### src/rtl/snappy_ram.sv
`timescale 1ns / 1ps
// ----------------------------------------------------------------------------
// snappy_ram: generic single port ram
// one address a cycle, read every cycle and written when we_i is set; registered read data
// ----------------------------------------------------------------------------
module snappy_ram #(
  parameter int unsigned Width = 8,
  parameter int unsigned Depth = 64
) (
  input  logic                     clk_i,
  input  logic                     we_i,
  input  logic [$clog2(Depth)-1:0] addr_i,
  input  logic [Width-1:0]         wdata_i,
  output logic [Width-1:0]         rdata_o
);

  logic [Width-1:0] mem [Depth];

  // storage and registered read
  always_ff @(posedge clk_i) begin
    if (we_i) begin
      mem[addr_i] <= wdata_i;
    end
    rdata_o <= mem[addr_i];
  end

endmodule

### config.mk
export PLATFORM = sky130hd
export DESIGN_NAME = snappy_ram
export DESIGN_NICKNAME = d
export VERILOG_FILES = /design/src/rtl/snappy_ram.sv
export SDC_FILE = /design/constraint.sdc
export NUM_CORES = 1
export LEC_CHECK = 0
export BUFFER_PORTS_ARGS = -buffer_cell sky130_fd_sc_hd__buf_4
export CAP_MARGIN = 20
export CORE_AREA = 5 5 198 200
export DETAILED_ROUTE_END_ITERATION = 6
export DIE_AREA = 0 0 203 205
export PLACE_DENSITY = 0.82
export SKIP_LAST_GASP = 1
export SLEW_MARGIN = 20
export SYNTH_ARGS = -nofsm -noshare
export SYNTH_HDL_FRONTEND = slang
export SYNTH_SLANG_ARGS = --single-unit
export TNS_END_PERCENT = 20
### constraint.sdc
create_clock -name clk_i -period 2.2 [get_ports clk_i]
set_input_delay 0 -clock clk_i [delete_from_list [all_inputs] [get_ports clk_i]]
set_output_delay 0 -clock clk_i [all_outputs]
set_load 0.02 [all_outputs]
==> metrics.yaml <==
outcome:
  status: "finished, violations left"
  violations: "negative hold slack"
pwr:
  pwr-share-comb: 0.061
  power_w: 0.0205
  netSwitchingFraction: 0.213
  p_per_area_nw_per_um2: 861
  ir_drop_uv: 573
  p_seq_frac: 0.536
  power_frac_clock: 0.402
  internal-power_w: 0.0161
  leakage_nw: 7.99
  switchingPower_w: 0.00438
final_layout:
  multi_input_area_sq_um: 4530
  antenna_cells: 0
  drive_above_1_share: 0.226
  nets: 1349
  final_common_cell: "edfxtp_1"
  mostFrequentLayoutCells: "edfxtp_1, buf_4, nor2_1"
  syn_to_final_growth_pct: 16.5
  fill_cells: 2376
  regArea_sq_um: 15500
  fin_cells: 1842
clock_tree:
  root_buffer: "clkbuf_16"
  cts_buffer_depth: 3
  cts_sinks: 520
  cts_buffers: 51
  htree_levels: 2
  clk_pin_slew_ps: 60
  cts_setup_buffers: 0
  insertion_delay_ps: 600
  cts_tree: "done"
min_path:
  hold_path_startpoint: "wdata_i[0]"
  hold_depth: 1
  min_path_type: "primary input to flop"
critical_path:
  start_kind: "flop"
  crit_chain: "mux2_1 > mux4_2 > o21ai_4 > o2111ai_2 > or4b_1"
  critical-path-max-stage-delay_ps: 530
  reg2reg_from: "mem[2][7]$_DFFE_PP_"
  crit_start: "mem[2][7]$_DFFE_PP_"
  rr_worst_depth: 5
  path_class: "flop to flop"
  critical_path_required_ps: 2670
  cp_slowest_cell: "or4b_1"
  end_kind: "flop"
  critPathArrivalTime_ps: 2670
  critPathMaxFanout: 1
drt:
  wl_per_cell_um: 27.8
  num_vias: 12196
  vias_per_cell: 6.62
  drc_errors: 0
  antenna_left: 0
  first_pass_iters: 6
  drt_iter0_drc: 1761
  routed_wirelength_um: 51200
yosys:
  postSynthAreaPerCell_sq_um: 17.5
  synth.net_count: 1187
  syn_inst: 1171
  synth-seq-area-share: 0.760
  synth_area_sq_um: 20400
  ys.flop_type: "edfxtp_1"
  yosysWarnings: 0
  synth_edf_count: 512
  yosysUniqueCellTypes: 56
  ys_seq_elements: 520
  async_flop_share: 0
timing:
  slew_headroom: 0.318
  max_freq_ghz: 0.455
  setup_tns_ps: 0
  rsz0062_at_grt: "true"
  worst_pin_slew_ps: 1020
  finalHoldViolCount: 4
  final.period_utilization: 1.00
  period_needed_ps: 2200
  slew_violations: 0
  clock_skew_ps: 19.6
  setup_viol: 0
  whs_ps: -9.55
floorplanning:
  dieWidth_um: 203
  rows: 71
  die_area_sq_um: 41600
  start_util: 0.549
  dieHeight_um: 205
  core_sq_um: 37200
  boundaryPins: 24
run:
  maxCapViolCount: 0
placement:
  hpwl_um: 31900
  place_inst: 1747
  routabilityCongestion: 0.908
  place.port_buffers: 23
grt:
  grt_pass1_vias: 12272
  grt_remaining_overflow: 0
  antenna_found_initial: 1
  grt_max_degree: 65
  grt_usage: 0.247
  grt_pass1_wl_um: 76400
-- worst max-delay path, delay by kind of cell (launching register included) --
| family | cells | cell delay (ps) |
|---|---|---|
| AO/OA/AOI/OAI | 2 | 320 |
| flip-flops | 1 | 370 |
| multiplexers | 2 | 870 |
| AND/OR/NAND/NOR | 1 | 530 |
-- repair_timing --
action	4_1_cts	5_1_grt
hold buffers	6	0
setup endpoints to repair	1	2
pin swaps	0	2
endpoints found under the hold margin	237	0
resized for setup	1	2
-- kinds of logic (layout without fill, tap and decap cells) --
family / Yosys count / after routing / synth area share
flops: 520 / 520 / 0.760
buf+inv: 84 / 281 / 0.0198
mux: 116 / 116 / 0.0826
compound gates: 222 / 222 / 0.0808
simple gates: 229 / 229 / 0.0571
-- area by class of cell --
cell class                      instances  area share
Multi-Input combinational cell        567       0.190
Clock buffer                           66      0.0572
Tap cell                              474      0.0249
Clock inverter                         22     0.00882
Timing Repair Buffer                  190      0.0664
Sequential cell                       520       0.652
Inverter                                3    0.000473
-- per-stage QoR --
stage           util  worst slack [ps]  hold WS (ps)  cell area (sq um)
2_1_floorplan      -               101          98.9              20400
3_3_place_gp   0.596              -146           416              22200
3_5_place_dp   0.596              -216           425              22200
4_1_cts        0.640             0.877          5.47              23800
5_1_grt        0.640             -28.8          9.37              23800
6_report       0.640             0.809         -9.55              23800
-- cell usage after synthesis, drive strengths merged (3+ instances only) --
library cell | n | share of area
clkbuf | 36 | 0.0066
and2 | 10 | 0.0032
a211oi | 6 | 0.0022
o221ai | 9 | 0.0039
nor3b | 3 | 0.0011
mux2 | 12 | 0.0066
a22oi | 40 | 0.015
o31ai | 5 | 0.0018
o22a | 11 | 0.0047
or3b | 5 | 0.0021
a222oi | 3 | 0.0015
a21oi | 28 | 0.0069
o2bb2ai | 7 | 0.0030
nand3b | 12 | 0.0044
a221oi | 21 | 0.0090
mux4 | 41 | 0.045
a211o | 3 | 0.0013
nand4 | 3 | 0.00092
nand3 | 8 | 0.0020
a32oi | 7 | 0.0030
o21ai | 11 | 0.0027
or4 | 3 | 0.0011
nor2b | 8 | 0.0024
mux2i | 63 | 0.031
edfxtp | 512 | 0.75
o32ai | 3 | 0.0013
dfxtp | 8 | 0.0078
nand2b | 24 | 0.0073
inv | 3 | 0.00055
a31oi | 15 | 0.0046
a221o | 11 | 0.0054
nand2 | 45 | 0.0083
o22ai | 22 | 0.0067
nor4 | 3 | 0.00092
nor2 | 82 | 0.015
and3 | 9 | 0.0028
buf | 45 | 0.013
and4 | 6 | 0.0026
a21o | 4 | 0.0015
a22o | 10 | 0.0043
-- power by group through the flow --
stage / clock network (W) / registers [W] / logic [W]
after global routing: 0.00879 / 0.0110 / 0.00131
after floorplan: 0 / 0.0112 / 0.000595
after CTS: 0.00832 / 0.0110 / 0.00123
final: 0.00826 / 0.0110 / 0.00126
after global placement: 0 / 0.0112 / 0.00118
after detailed placement: 0 / 0.0112 / 0.00121
-- final timing paths --
path / endpoint / slack, ps
setup / recovery: rdata_o[7]$_DFF_P_ / 0.8
setup reg to reg: rdata_o[7]$_DFF_P_ / 0.8
hold / removal: mem[17][0]$_DFFE_PP_ / -10
hold reg to reg: rdata_o[2]$_DFF_P_ / 670
-- layer usage --
metal  part of all wire  track usage  vias to the layer above
li1                   -            -                     5066
met2               0.48        0.397                      835
met1               0.36        0.327                     6112
met3               0.12       0.0598                      181
met4              0.046        0.102                        2
met5            0.00031            0                        -
-- sequential cells by signal, summed over array words and instances, names as in the netlist --
register  flops
rdata_o       8
mem         512
(Power assumes the default switching activity.)
